`src/segpoly_ram.sv`:
```
`default_nettype none
module segpoly_ram #(
	parameter int WIDTH = 96,
	parameter int DEPTH = 8
) (
	input  wire logic                     clk,
	input  wire logic                     we,
	input  wire logic [$clog2(DEPTH)-1:0] waddr,
	input  wire logic [WIDTH-1:0]         wdata,
	input  wire logic [$clog2(DEPTH)-1:0] raddr,
	output logic      [WIDTH-1:0]         rdata
);

	logic [WIDTH-1:0] mem_q [DEPTH];

	always_ff @(posedge clk) begin
		if (we) begin
			mem_q[waddr] <= wdata;
		end
		rdata <= mem_q[raddr];
	end

endmodule
`default_nettype wire

```
`config.mk`:
```
export PLATFORM = sky130hd
export DESIGN_NAME = segpoly_ram
export DESIGN_NICKNAME = d
export VERILOG_FILES = /design/src/segpoly_ram.sv
export SDC_FILE = /design/constraint.sdc
export NUM_CORES = 1
export LEC_CHECK = 0
export BUFFER_PORTS_ARGS = -buffer_cell sky130_fd_sc_hd__buf_4
export CAP_MARGIN = 20
export CORE_AREA = 2 2 182 319
export CTS_BUF_LIST = sky130_fd_sc_hd__clkbuf_8 sky130_fd_sc_hd__clkbuf_16
export DETAILED_ROUTE_END_ITERATION = 10
export DIE_AREA = 0 0 184 321
export PLACE_DENSITY = 0.73
export SETUP_SLACK_MARGIN = 0.3
export SYNTH_ARGS = -nofsm -noshare
export SYNTH_HDL_FRONTEND = slang
export SYNTH_SLANG_ARGS = --single-unit
export TNS_END_PERCENT = 5
```
`constraint.sdc`:
```
create_clock -name clk -period 10.2 [get_ports clk]
set_input_delay 0.51 -clock clk [delete_from_list [all_inputs] [get_ports clk]]
set_output_delay 0.51 -clock clk [all_outputs]
set_load 0.03 [all_outputs]
```
After elaboration in Yosys (flattened, before gate mapping)
Memory sizes are Yosys's and may differ from the RTL's. A register that Yosys moved wholly into a read port is not among the register bits.
Cells that the tools add are included.
Cells by class
  bitwise logic cells: 0
  multiply operators: 0
  shift operators: 0
  reductions and logical operators: 0
  mux-type cells: 2
  eq/ne operators: 0
  div/mod/pow operators: 0
  order comparisons: 0
  add/sub/neg operators: 0
Operators by type and width (number)
  $mux W1: 2
Storage, ports and cells
  input port bits: 104
  memory bits (writable): 768
  ROM bits: 0
  memories kept: 1
  latch bits: 0
  register bits after elaboration: 0
Memory list
  mem_q: depth 8, width 96, read ports 1, clocked after memory_dff 1, wr ports 1, RTL line 14  | logic [WIDTH-1:0] mem_q [DEPTH];

Depth between registers and ports, before layout
  depth after elaboration: 2
  mapped depth: 5

Least setup slack after synthesis
Ideal clock, no wire load.
  kind: input-to-reg
  start: input port waddr[2]
  end: memory mem_q[0][0], enable pin
  path slack: 2.346 ns
  stages on the path: 2
  arrival: 7.184 ns
  buffers on the path: 0
  cell sequence: nand2b_1 > nor3_1
RTL lines
  from (decl): RTL line 8  | input wire logic [$clog2(DEPTH)-1:0] waddr,
  to (decl): RTL line 14
No word-level cell before the write port.

==> flow_summary_export.csv <==
group,metric,value,unit
clock_tree,clk_latency,0.60,ns
logic_synthesis,syn_nets,1323,
logic_synthesis,seq_area_frac_synth,81.1,%
floorplanning,die_x,184,um
setup_path,cp_cell_sequence,"clkbuf_8, buf_4, mux4_2, mux2_2",
setup_path,critPathCaptureType,"flip-flop",
clock_tree,cts_buffers,74,
clock_tree,cts_max_level,3,
clock_tree,post-cts-setup-buffers,0,
detailed_routing,drtIter0Drc,1002,
detailed_routing,wirelength,58300,um
finish,multiInputGateArea,0.00552,mm2
timing,fin_crit_sh,26.1,%
power_and_ir_drop,clockPowerShare,37.4,%
power_and_ir_drop,power.density,204,mW/mm2
power_and_ir_drop,p_total,7.21,mW
setup_path,slowest_delay,0.95,ns
power_and_ir_drop,p_seq_share,56.0,%
setup_path,crit_fanout,119,
setup_path,worst_ep_required_time,10.68,ns
floorplanning,rows,116,
setup_path,worst_path_max_delay_cell,"buf_4",
timing,skew,0.0185,ns
power_and_ir_drop,switching_share,20.8,%
detailed_routing,viasPerCell,5.85,
power_and_ir_drop,power.switching,1.50,mW
place,dp.cells,2091,
logic_synthesis,synth.distinct_cells,12,
finish,syn_to_final_growth,14.9,%
floorplanning,initial_core_util,54.4,%
job,cap_violations,0,
timing,max-slew-margin-rel,24.3,%
global_routing,grt_pass1_vias,14000,
global_routing,antenna_found_initial,3,
clock_tree,path_clk_slew,0.07,ns
floorplanning,die-area,0.0591,mm2
logic_synthesis,synth_area,0.0308,mm2
finish,fin_nets,1563,
clock_tree,clockBufferDepth,3,
clock_tree,cts_sinks,864,
outcome,status,"completed",
timing,fin_hold_ws,0.134,ns
place,hpwlAfterDp,29800,um
floorplanning,io_pins,200,
global_routing,overflow,0,
finish,fillers,3790,
timing,rsz0062_at_grt,"no",
finish,regArea,0.0250,mm2
timing,clock.fmax,0.375,GHz
floorplanning,design.core.area,0.0566,mm2
setup_path,critPathArrivalTime,3.14,ns
timing,finalCriticalPeriod,2.66,ns
timing,setup_ws,7.54,ns
clock_tree,cts_root_buffer,"clkbuf_16",
setup_path,worst-setup-path-type,"input pin to flip-flop",
power_and_ir_drop,leakagePower,11.7,nW
global_routing,grt_pass1_wl,87900,um
global_routing,grt_start_max_net_pins,120,
timing,finalMaxSlewViolations,0,
clock_tree,holdBufCountCts,0,
clock_tree,cts_resized,0,
place,place_ws,6.91,ns
timing,finalSetupViolCount,0,
detailed_routing,avgRoutedWirePerCell,26.1,um
power_and_ir_drop,power_frac_comb,6.6,%
logic_synthesis,yosysWarnings,0,
min_path,min_path_type,"input pin to flip-flop",
power_and_ir_drop,ir_drop,0.188,mV
logic_synthesis,syn_inst,1219,
detailed_routing,dr.pass1.iters,5,
detailed_routing,ant_nets,0,
place,io_buffers,199,
finish,drive_gt1_share,41.1,%
global_routing,grt_use_total,20.4,%
logic_synthesis,syn_avg_cell_area,25.3,um2
timing,tightest_slew,1.14,ns
setup_path,cp-start-kind,"input pin",
timing,fin_tns_setup,0,ns
place,gp_congestion,0.688,
detailed_routing,drc,0,
logic_synthesis,synth_seq_cells,864,
floorplanning,die_h,321,um
finish,fin_cells,2228,
detailed_routing,via_count,13000,
clock_tree,tritoncts,"done",
power_and_ir_drop,power.internal,5.71,mW
timing,hold_viol,0,
## power groups by stage
| stage | logic, mW | registers [mW] | clock network [mW] |
|---|---|---|---|
| floorplan | 0.209 | 4.19 | 0 |
| global placement | 0.473 | 4.11 | 0 |
| detailed placement | 0.482 | 4.12 | 0 |
| CTS | 0.484 | 4.04 | 2.76 |
| global route | 0.507 | 4.05 | 2.89 |
| finish | 0.474 | 4.04 | 2.70 |
## kinds of logic (layout without fill, tap and decap cells)
kind of cell	Yosys count	after routing	synth area share, %
AND/OR/NAND/NOR	13	13	0.191
multiplexers	288	288	17.5
buffers and inverters	54	353	1.16
other	0	2	0
flip-flops	864	864	81.1
## layer usage
| metal | routed length [um] | vias to the layer above | global-route usage [%] |
|---|---|---|---|
| li1 | - | 5619 | - |
| met1 | 23500 | 6949 | 27.1 |
| met2 | 30100 | 362 | 34.4 |
| met3 | 3150 | 102 | 3.67 |
| met4 | 1470 | 2 | 6.88 |
| met5 | 8 | - | 0 |
## Yosys cell counts, drive strengths merged
| library cell | count | area, um2 |
|---|---|---|
| nor3 | 2 | 10.0 |
| clkbuf | 20 | 75.1 |
| dfxtp | 96 | 1920 |
| edfxtp | 768 | 23100 |
| mux2 | 96 | 1080 |
| nand2 | 2 | 7.51 |
| mux4 | 192 | 4320 |
| buf | 34 | 283 |
| nor2 | 6 | 22.5 |
| nand2b | 3 | 18.8 |
## placed cells by master, fill, tap and decap left out, types with 4 or more instances in the layout
| cell type | Yosys | layout |
|---|---|---|
| dfxtp_1 | 96 | 96 |
| mux2_2 | 96 | 96 |
| clkinv_2 | 0 | 19 |
| inv_1 | 0 | 17 |
| clkbuf_8 | 0 | 4 |
| mux4_2 | 192 | 192 |
| clkinv_1 | 0 | 8 |
| nor2_4 | 0 | 6 |
| edfxtp_1 | 768 | 768 |
| buf_4 | 0 | 215 |
| clkbuf_16 | 0 | 79 |
## critical path, delay by kind of cell
kind,cells,cell delay [ns]
buffers and inverters,2,1.72
muxes,2,0.70
## registers in the layout, indices dropped and copies added (netlist names)
| register | flops |
|---|---|
| mem_q | 768 |
| rdata | 96 |
## through the flow
step	utilization, %	cell area, um2
CTS	62.5	35400
finish	62.5	35400
global route	62.5	35400
detailed placement	58.4	33100
floorplan	-	30800
global placement	58.4	33100
## final cells by class
type	instances	share of cell area (%)
timing repair buffer	218	4.70
sequential	864	70.6
antenna	2	0.0141
clock inverter	53	0.933
tap	708	2.50
multi-input combinational	301	15.6
clock buffer	82	5.70
## worst paths after layout
| check | start | end | slack (ns) | cells after the start |
|---|---|---|---|---|
| setup reg to reg | mem_q[5][20] | rdata[20] | 8.93 | 2 |
| setup / recovery | raddr[2] | rdata[0] | 7.54 | 4 |
| hold / removal | wdata[60] | mem_q[3][60] | 0.13 | 1 |
| hold reg to reg | mem_q[2][63] | rdata[63] | 0.67 | 2 |
(Power assumes the default switching activity.)
