**config.mk**
```make
export PLATFORM = sky130hd
export DESIGN_NAME = segpoly_ctrl
export DESIGN_NICKNAME = d
export VERILOG_FILES = /design/src/segpoly_pkg.sv /design/src/segpoly_ctrl.sv
export SDC_FILE = /design/constraint.sdc
export NUM_CORES = 1
export LEC_CHECK = 0
export CORE_ASPECT_RATIO = 0.9
export CORE_UTILIZATION = 45
export DETAILED_ROUTE_END_ITERATION = 10
export DONT_BUFFER_PORTS = 1
export PLACE_DENSITY = 0.66
export SETUP_SLACK_MARGIN = 0.3
export SLEW_MARGIN = 10
export SYNTH_ARGS = -nofsm -noshare
export SYNTH_HDL_FRONTEND = slang
export SYNTH_SLANG_ARGS = --single-unit
```
**constraint.sdc**
```tcl
create_clock -name clk -period 4.6 [get_ports clk]
set_clock_uncertainty 0.15 [all_clocks]
set_input_delay 0 -clock clk [delete_from_list [all_inputs] [get_ports clk]]
set_output_delay 0 -clock clk [all_outputs]
set_load 0.02 [all_outputs]
```
**src/segpoly_pkg.sv**
```systemverilog
`default_nettype none
package segpoly_pkg;

	localparam int MAX_CORNERS = 8;
	localparam int IDX_W       = $clog2(MAX_CORNERS);
	localparam int CNT_W       = 4;
	localparam int COORD_W     = 32;
	localparam int DIFF_W      = COORD_W + 1;
	localparam int CORNER_W    = 3 * COORD_W;
	localparam int NRM_W       = 2 * DIFF_W + 1;
	localparam int DOT_W       = 104;
	localparam int CHUNK_W     = 34;
	localparam int MA_W        = CHUNK_W + 1;
	localparam int MB_W        = DIFF_W + 1;
	localparam int PROD_W      = MA_W + MB_W;
	localparam int ACC_W       = 137;
	localparam int QUO_W       = 34;
	localparam int DIV_STEPS   = QUO_W;
	localparam int S_TDATA_W   = 296;
	localparam int M_TDATA_W   = 96;
	localparam logic [CNT_W-1:0] CNT_RESET = CNT_W'(3);
	localparam logic [CNT_W-1:0] CNT_MIN   = CNT_W'(3);
	localparam logic [CNT_W-1:0] CNT_MAX   = CNT_W'(MAX_CORNERS);

	typedef struct packed {
		logic [COORD_W-1:0] z;
		logic [COORD_W-1:0] y;
		logic [COORD_W-1:0] x;
	} corner_t;

	typedef enum logic [2:0] {A_E1, A_NLO, A_NHI, A_NUM, A_EX, A_EY} a_sel_t;
	typedef enum logic [2:0] {B_E2, B_D, B_CS, B_DABS, B_PY, B_PX} b_sel_t;
	typedef enum logic [1:0] {SH_0, SH_34, SH_68} sh_t;

	typedef struct packed {
		logic       start;
		logic       ld_c0;
		logic       ld_c1;
		logic       ld_cl;
		logic       ld_ea;
		logic       ld_eb;
		logic       adv_edge;
		logic       mac_en;
		logic       mac_clr;
		logic       mac_neg;
		sh_t        sh;
		a_sel_t     a_sel;
		logic [1:0] a_idx;
		b_sel_t     b_sel;
		logic [1:0] b_idx;
		logic [1:0] st_idx;
		logic       st_n;
		logic       st_den;
		logic       st_num;
		logic       fix_sign;
		logic       div_init;
		logic       div_step;
		logic       st_p;
		logic       edge_clr;
		logic       edge_eval;
		logic       ld_out;
		logic       out_miss;
	} dp_cmd_t;

	typedef struct packed {
		logic out_busy;
		logic miss;
	} dp_stat_t;

	function automatic logic [COORD_W-1:0] axis_of(input corner_t c, input logic [1:0] ax);
		logic [COORD_W-1:0] r;
		case (ax)
			2'd0: r = c.x;
			2'd1: r = c.y;
			default: r = c.z;
		endcase
		return r;
	endfunction

	function automatic logic [DIFF_W-1:0] diff33(input logic [COORD_W-1:0] a,
		input logic [COORD_W-1:0] b);
		return {a[COORD_W-1], a} - {b[COORD_W-1], b};
	endfunction

endpackage
`default_nettype wire

```
**src/segpoly_ctrl.sv**
```systemverilog
`default_nettype none
module segpoly_ctrl
	import segpoly_pkg::*;
(
	input  wire logic             clk,
	input  wire logic             arst_n,
	input  wire logic             s_tvalid,
	input  wire logic             s_tuser,
	output logic                  s_tready,
	input  wire logic             cfg_we,
	input  wire logic [CNT_W-1:0] cfg_wdata,
	input  wire dp_stat_t         stat,
	output dp_cmd_t               cmd,
	output logic      [IDX_W-1:0] raddr
);

	typedef enum logic [3:0] {
		ST_IDLE, ST_FETCH, ST_NORM, ST_DEN, ST_NUM, ST_FIX, ST_CHK, ST_SMUL,
		ST_SDIV, ST_EFETCH, ST_EFIRST, ST_ELOAD, ST_EMUL, ST_EEVAL, ST_OUT
	} state_t;

	state_t           state_q, state_d;
	logic [5:0]       step_q, step_d;
	logic [1:0]       axis_q, axis_d;
	logic [IDX_W-1:0] ei_q, ei_d;
	logic             miss_q, miss_d;
	logic [CNT_W-1:0] cnt_q;
	logic [CNT_W-1:0] cnt_use;
	logic [IDX_W-1:0] last_idx;

	function automatic logic [IDX_W-1:0] nxt(input logic [IDX_W-1:0] j,
		input logic [CNT_W-1:0] cnt);
		logic [CNT_W-1:0] j1;
		j1 = CNT_W'(j) + CNT_W'(1);
		return (j1 == cnt) ? '0 : j1[IDX_W-1:0];
	endfunction

	// clamp the programmed count to a usable polygon
	always_comb begin
		if (cnt_q < CNT_MIN) begin
			cnt_use = CNT_MIN;
		end else if (cnt_q > CNT_MAX) begin
			cnt_use = CNT_MAX;
		end else begin
			cnt_use = cnt_q;
		end
		last_idx = IDX_W'(cnt_use - CNT_W'(1));
	end

	always_comb begin
		cmd      = '0;
		raddr    = '0;
		s_tready = 1'b0;
		state_d  = state_q;
		step_d   = step_q;
		axis_d   = axis_q;
		ei_d     = ei_q;
		miss_d   = miss_q;
		case (state_q)
			ST_IDLE: begin
				s_tready = 1'b1;
				if (s_tvalid && s_tuser) begin
					cmd.start = 1'b1;
					state_d   = ST_FETCH;
					step_d    = '0;
				end
			end
			ST_FETCH: begin
				step_d = step_q + 6'd1;
				case (step_q[1:0])
					2'd0: raddr = '0;
					2'd1: begin
						raddr     = IDX_W'(1);
						cmd.ld_c0 = 1'b1;
					end
					2'd2: begin
						raddr     = last_idx;
						cmd.ld_c1 = 1'b1;
					end
					default: begin
						cmd.ld_cl = 1'b1;
						state_d   = ST_NORM;
						step_d    = '0;
					end
				endcase
			end
			ST_NORM: begin
				// n = e1 x e2, two products per component
				cmd.mac_en  = 1'b1;
				cmd.mac_clr = !step_q[0];
				cmd.mac_neg = step_q[0];
				cmd.a_sel   = A_E1;
				cmd.b_sel   = B_E2;
				cmd.sh      = SH_0;
				cmd.st_n    = step_q[0];
				cmd.st_idx  = step_q[2:1];
				case (step_q[2:0])
					3'd0: begin cmd.a_idx = 2'd1; cmd.b_idx = 2'd2; end
					3'd1: begin cmd.a_idx = 2'd2; cmd.b_idx = 2'd1; end
					3'd2: begin cmd.a_idx = 2'd2; cmd.b_idx = 2'd0; end
					3'd3: begin cmd.a_idx = 2'd0; cmd.b_idx = 2'd2; end
					3'd4: begin cmd.a_idx = 2'd0; cmd.b_idx = 2'd1; end
					default: begin cmd.a_idx = 2'd1; cmd.b_idx = 2'd0; end
				endcase
				step_d = step_q + 6'd1;
				if (step_q == 6'd5) begin
					state_d = ST_DEN;
					step_d  = '0;
				end
			end
			ST_DEN, ST_NUM: begin
				// wide normal component split in a low and a high half
				cmd.mac_en  = 1'b1;
				cmd.mac_clr = (step_q == 6'd0);
				cmd.a_sel   = step_q[0] ? A_NHI : A_NLO;
				cmd.sh      = step_q[0] ? SH_34 : SH_0;
				cmd.a_idx   = step_q[2:1];
				cmd.b_idx   = step_q[2:1];
				cmd.b_sel   = (state_q == ST_DEN) ? B_D : B_CS;
				step_d      = step_q + 6'd1;
				if (step_q == 6'd5) begin
					cmd.st_den = (state_q == ST_DEN);
					cmd.st_num = (state_q == ST_NUM);
					state_d    = (state_q == ST_DEN) ? ST_NUM : ST_FIX;
					step_d     = '0;
				end
			end
			ST_FIX: begin
				cmd.fix_sign = 1'b1;
				state_d      = ST_CHK;
			end
			ST_CHK: begin
				miss_d  = stat.miss;
				state_d = stat.miss ? ST_OUT : ST_SMUL;
				step_d  = '0;
				axis_d  = '0;
			end
			ST_SMUL: begin
				cmd.mac_en   = 1'b1;
				cmd.mac_clr  = (step_q == 6'd0);
				cmd.div_init = (step_q == 6'd0);
				cmd.a_sel    = A_NUM;
				cmd.a_idx    = step_q[1:0];
				cmd.sh       = sh_t'(step_q[1:0]);
				cmd.b_sel    = B_DABS;
				cmd.b_idx    = axis_q;
				step_d       = step_q + 6'd1;
				if (step_q == 6'd2) begin
					state_d = ST_SDIV;
					step_d  = '0;
				end
			end
			ST_SDIV: begin
				cmd.div_step = 1'b1;
				cmd.b_idx    = axis_q;
				cmd.st_idx   = axis_q;
				step_d       = step_q + 6'd1;
				if (step_q == 6'(DIV_STEPS - 1)) begin
					cmd.st_p = 1'b1;
					step_d   = '0;
					if (axis_q == 2'd2) begin
						state_d = ST_EFETCH;
					end else begin
						axis_d  = axis_q + 2'd1;
						state_d = ST_SMUL;
					end
				end
			end
			ST_EFETCH: begin
				raddr        = '0;
				cmd.edge_clr = 1'b1;
				ei_d         = '0;
				state_d      = ST_EFIRST;
			end
			ST_EFIRST: begin
				cmd.ld_ea = 1'b1;
				raddr     = nxt(ei_q, cnt_use);
				state_d   = ST_ELOAD;
			end
			ST_ELOAD: begin
				cmd.ld_eb = 1'b1;
				state_d   = ST_EMUL;
			end
			ST_EMUL: begin
				cmd.mac_en  = 1'b1;
				cmd.mac_clr = 1'b1;
				cmd.a_sel   = A_EX;
				cmd.b_sel   = B_PY;
				cmd.sh      = SH_0;
				state_d     = ST_EEVAL;
			end
			ST_EEVAL: begin
				cmd.mac_en    = 1'b1;
				cmd.mac_neg   = 1'b1;
				cmd.a_sel     = A_EY;
				cmd.b_sel     = B_PX;
				cmd.sh        = SH_0;
				cmd.edge_eval = 1'b1;
				if (ei_q == last_idx) begin
					state_d = ST_OUT;
				end else begin
					cmd.adv_edge = 1'b1;
					raddr        = nxt(ei_q + IDX_W'(1), cnt_use);
					ei_d         = ei_q + IDX_W'(1);
					state_d      = ST_ELOAD;
				end
			end
			ST_OUT: begin
				if (!stat.out_busy) begin
					cmd.ld_out   = 1'b1;
					cmd.out_miss = miss_q;
					state_d      = ST_IDLE;
				end
			end
			default: state_d = ST_IDLE;
		endcase
	end

	always_ff @(posedge clk or negedge arst_n) begin
		if (!arst_n) begin
			state_q <= ST_IDLE;
			step_q  <= '0;
			axis_q  <= '0;
			ei_q    <= '0;
			miss_q  <= 1'b0;
			cnt_q   <= CNT_RESET;
		end else begin
			state_q <= state_d;
			step_q  <= step_d;
			axis_q  <= axis_d;
			ei_q    <= ei_d;
			miss_q  <= miss_d;
			if (cfg_we) begin
				cnt_q <= cfg_wdata;
			end
		end
	end

endmodule
`default_nettype wire

```
# Yosys cells after proc, flatten, opt, wreduce, memory -nomap -nowiden
# Index checks and enable logic that the tools add are counted.
[totals]
register_bits = 20
in_bits = 11
out_inout_bits = 39
wordCells = 138
[op_classes]
addsub = 6
n_lt_le_gt_ge = 2
n_eq_ne = 36
muxes = 65
reduce_logical = 23
[op_table]
columns = ["cell", "count"]
rows = [
  ["case mux 4 bit (14 select lines)", 1],
  ["2-to-1 mux 4 bit", 11],
  ["case mux 6 bit (6 select lines)", 1],
  ["2-to-1 mux 6 bit", 5],
  ["== test 4 bit, second input constant", 7],
  ["case mux 5 bit (4 select lines)", 1],
  ["2-to-1 mux 1 bit", 19],
  ["2-to-1 mux 2 bit", 9],
  ["2-to-1 mux 3 bit", 6],
  ["!= test 2 bit, second input constant", 9],
  ["== test 4 x 3 -> 1 bit, second input constant", 4],
  ["case mux 2 bit (2 select lines)", 4],
  ["case mux 2 bit (3 select lines)", 2],
  ["case mux 3 bit (2 select lines)", 2],
  ["case mux 3 bit (4 select lines)", 1],
  ["OR reduction 2 bit", 6],
  ["case mux 3 bit (3 select lines)", 1],
  ["OR reduction 3 bit", 3],
  ["adder 3 x 1 -> 4 bit, second input constant", 2],
  ["== test 4 x 2 -> 1 bit, second input constant", 2],
  ["== test 4 bit", 2],
  ["AND reduction 7 bit", 1],
  ["adder 6 x 1 -> 6 bit, second input constant", 1],
  ["== test 3 x 2 -> 1 bit, second input constant", 2],
  ["27 further kinds", 30],
]

# Depth between registers and ports, before layout
[logic_depth]
ltp_word = 7
mapped_depth = 9
mapped_depth_nobuf = 9

# Worst setup path after synthesis
# OpenSTA, ideal clock, no wires.
[synth_timing]
path_type = "reg2reg"
startpoint = "register cnt_q[0]"
endpoint = "register ei_q[2]"
setup_time_ns = 0.121
t_arrival_ns = 2.208
required_ns = 4.329
slack_ns = 2.121
stages_incl_launch_ff = 10
path_buffers = 0
period_less_slack_ns = 2.479
path_cell_list = "dfstp_2 nor2b_4 or2_2 ha_1 xnor2_1 xnor2_1 a211o_2 nand2_1 inv_1 a22o_1"
[synth_via]
elab_chain_len = 7
elab_cells_between_ends = 8
classes_between = "add/sub: 1; order compare: 2; eq/ne: 2; mux: 2; reduce/logical: 1"
[synth_lines]
columns = ["element", "line", "rtl"]
rows = [
  ["start: declaration", "segpoly_ctrl.sv:27", "logic [CNT_W-1:0] cnt_q;"],
  ["start signal: assignment", "segpoly_ctrl.sv:234", "cnt_q <= cfg_wdata;"],
  ["greater-than comparator 4 bit", "segpoly_ctrl.sv:42", "end else if (cnt_q > CNT_MAX) begin"],
  ["2-to-1 mux 4 bit", "segpoly_ctrl.sv:42", ""],
  ["2-to-1 mux 4 bit *", "segpoly_ctrl.sv:40", "if (cnt_q < CNT_MIN) begin"],
  ["subtractor 3 x 1 -> 3 bit *", "segpoly_ctrl.sv:47", "last_idx = IDX_W'(cnt_use - CNT_W'(1));"],
  ["== test 3 bit *", "segpoly_ctrl.sv:199", "if (ei_q == last_idx) begin"],
  ["!= test 2 bit (no source line) *", "n/a", ""],
  ["AND reduction 2 bit (no source line) *", "n/a", ""],
  ["end signal: assignment", "segpoly_ctrl.sv:231", "ei_q <= ei_d;"],
  ["end: declaration", "segpoly_ctrl.sv:25", "logic [IDX_W-1:0] ei_q, ei_d;"],
]
# Every way passes the cells marked *; elsewhere a longest branch is shown, timed or not.
# A chain may end at the register's enable or synchronous reset.

# Final worst setup path
[layout_timing]
startpoint = "register cnt_q[2]"
endpoint = "output raddr[2]"
[layout_via]
elab_chain_len = 7
elab_cells_between_ends = 13
classes_between = "add/sub: 1; order compare: 2; eq/ne: 3; mux: 7"
[layout_lines]
columns = ["element", "line", "rtl"]
rows = [
  ["greater-than comparator 4 bit", "segpoly_ctrl.sv:42", ""],
  ["2-to-1 mux 4 bit", "segpoly_ctrl.sv:42", ""],
  ["2-to-1 mux 4 bit *", "segpoly_ctrl.sv:40", ""],
  ["subtractor 3 x 1 -> 3 bit or == test 4 bit (tied branches)", "segpoly_ctrl.sv:47, segpoly_ctrl.sv:35", ""],
  ["== test 3 bit or 2-to-1 mux 3 bit (tied branches)", "segpoly_ctrl.sv:199, segpoly_ctrl.sv:35", ""],
  ["2-to-1 mux 3 bit", "segpoly_ctrl.sv:199", ""],
  ["case mux 3 bit (3 select lines) *", "segpoly_ctrl.sv:59", "case (state_q)"],
  ["end: declaration", "segpoly_ctrl.sv:14", "output logic [IDX_W-1:0] raddr"],
]
# Marks and branches as above.

==> results.cfg <==
[place]
place_inst = 294
hpwl_um = 3810
dp_slack_ns = 1.75
io_buffers = 0
gp_congestion = 0.863

[worst_setup_path]
start_kind = flip-flop
cp_cell_sequence = nor2b_4 > or2_2 > ha_1 > xnor2_1 > xnor2_1 > a211o_2 > nand2_1 > nor2_1 > a221o_1
worstSetupPathType = flip-flop to output port
cpMostUsedCell = xnor2_1
slowest_delay_ns = 0.47
cp_top_family = simple AND/OR/NAND/NOR gates
cp-startpoint = cnt_q[2]$_DFFE_PN0P_
arrival_ns = 2.80
critical_path.max_fanout = 8
cp.required_ns = 4.45
crit_buf_inv = 0
crit_path_end_kind = output port
reg2reg_from = state_q[3]$_DFFE_PN0P_
cpMaxStageDelayCell = dfrtp_1

[routing]
post_drt_wl_per_cell_um = 16.8
dr.pass1.iters = 4
routed_via_density = 6.11
wirelength_um = 5140
first_iter_violations = 109
drc = 0
final_antenna_net_count = 0
vias = 1870

[min_path]
hp-class = input pin to output port
hp-start = s_tuser

[sta]
hold_viol_final = 0
fmax_mhz = 339
tightest_slew_ns = 1.13
finalSetupViolCount = 0
fin_crit_sh_pct = 64.1
fin_ws_ns = 1.65
drv_slew = 0
setup-tns-final_ns = 0
slew_headroom_pct = 23.7
finalWorstPathRequiredPeriod_ns = 2.95
rsz0062_at_grt = false

[final_layout]
post-route-util_pct = 50.8
drive_above_1_share_pct = 6.59
syn_to_final_growth_pct = 7.09
fin_cells = 306
num_antenna_cells = 0
finalNetCount = 280
layout_commonest_cell = nor2_1
mostFrequentLayoutCells = 32 x nor2_1, 27 x nand2_1, 25 x o21ai_0
nFillCells = 421

[yosys]
synth-edff-count = 0
synth_seq_cells = 20
syn-instance-count = 260
ys_warn_count = 0
async_reset_ff_share_pct = 100
synth_largest_area_cell = dfrtp_1
synthesis.nets = 281
yosysTopAreaCellShare_pct = 23.0
synth.avg_cell_area_um2 = 7.53
yosysSeqAreaShare_pct = 25.7
syn_area_um2 = 1960
yosysUniqueCellTypes = 53
synth_area_leaders = dfrtp_1 23%, ha_1 6.4%, o21ai_0 6.4%
synthFlopType = dfrtp_1

[global_routing]
grt_usage_pct = 23.4
grt_pass1_wl_um = 8510
grt_pass1_vias = 1731
grt_max_degree = 26
use_met3_pct = 4.20
grt.busiest_layer = met2
grtUsageMet1_pct = 34.3
antenna_found_initial = 0
gr-total-overflow = 0
met2_usage_pct = 36.3

[clock_tree]
cts_max_path_buffers = 2
clock_latency_ns = 0.27
htree_levels = 1
clkTransAtPathRegs_ns = 0.09
hold_buffers = 8
cts_tree = done
cts_resized = 0
clockRootBuffer = clkbuf_8
cts_made_buffers = 3
clock-sinks = 20
post-cts-setup-buffers = 0

[die]
die_w_um = 71.5
die_area_um2 = 4620
core_um2 = 4130
placementRows = 22
start_util_pct = 47.4
die_y_um = 64.6
pin_count = 50

[power_and_ir_drop]
p_leak_nw = 0.888
p_per_area_nw_per_um2 = 672
ir_drop_v = 0.000289

[flow_run]
cap_violations = 0

[status]
run_status = finished clean
-- layer usage --
metal | share of wire, % | vias up
met5 | 0 | -
met4 | 0.45 | 0
met3 | 5.8 | 2
met2 | 44 | 58
met1 | 49 | 877
li1 | - | 933
-- worst reg2reg max path: cells and delay by family, from the launching register on --
family	cells	cell delay [ns]
flops	1	0.78
simple gates	3	0.98
compound gates	3	0.87
-- final timing paths --
kind,slack [ns],depth (start not counted),end
max,1.65,9,raddr[2]
min,0.04,1,cmd[34]
max reg2reg,1.71,6,state_q[1]$_DFFE_PN0P_
min reg2reg,0.36,1,miss_q$_DFFE_PN0P_
max in group asynchronous,3.51,1,step_q[3]$_DFFE_PN0P_
min in group asynchronous,0.18,1,ei_q[1]$_DFFE_PN0P_
-- state kept, by name (all words and copies together) (netlist names) --
register / count
step_q: 6
cnt_q: 4
state_q: 4
ei_q: 3
axis_q: 2
miss_q: 1
-- power by group --
part	switching, mW	leakage, nW	total, mW	internal, mW
Clock	0.0676	0.0357	0.184	0.116
Sequential	0.141	0.252	0.364	0.223
Combinational	0.563	0.601	0.861	0.297
Total	0.772	0.888	1.41	0.637
-- synth_stat cells (3+ instances only) --
cell type	number
nor2_1	32
nand2_1	27
o21ai_0	25
dfrtp_1	18
a21oi_1	10
ha_1	10
inv_1	10
nand3_1	9
nor2b_1	9
nand2b_1	7
nor3_1	7
nor4_1	7
and2_1	6
xnor2_1	6
clkbuf_1	5
a21o_1	4
buf_2	4
o22ai_1	4
a211o_1	3
a211oi_1	3
a22o_1	3
a41oi_1	3
mux2_2	3
nand3b_1	3
-- cell type report --
| type | instances | area, um2 | share of cell area, % |
|---|---|---|---|
| well taps | 48 | 60.1 | 2.86 |
| multi-input cells | 216 | 1350 | 64.1 |
| clock inverters | 1 | 30.0 | 1.43 |
| flip-flops and latches | 20 | 503 | 24.0 |
| repair buffers | 8 | 80.1 | 3.82 |
| clock buffers | 3 | 41.3 | 1.97 |
| inverters | 10 | 37.5 | 1.79 |
-- stage by stage --
| step | area, um2 | total power, mW | hold WS, ns |
|---|---|---|---|
| after detailed placement | 1950 | 1.21 | -0.445 |
| after global placement | 1950 | 1.20 | -0.445 |
| after floorplan | 1960 | 1.08 | -0.446 |
| after global routing | 2100 | 1.53 | 0.0467 |
| final | 2100 | 1.41 | 0.0438 |
| after CTS | 2100 | 1.41 | 0.0449 |
-- cell families (layout without fill, tap and decap cells) --
group,after synthesis,in the layout,synth area share (%)
and+or+nand+nor,121,121,31.6
adders and majority gates,10,10,6.39
xor gates and xnor gates,8,8,3.58
AOI/OAI and AO/OA,73,73,24.9
DFF,20,20,25.7
buffers and inverters,24,22,5.62
muxes,4,4,2.24
Note: power is estimated with default switching activity, not from simulation.
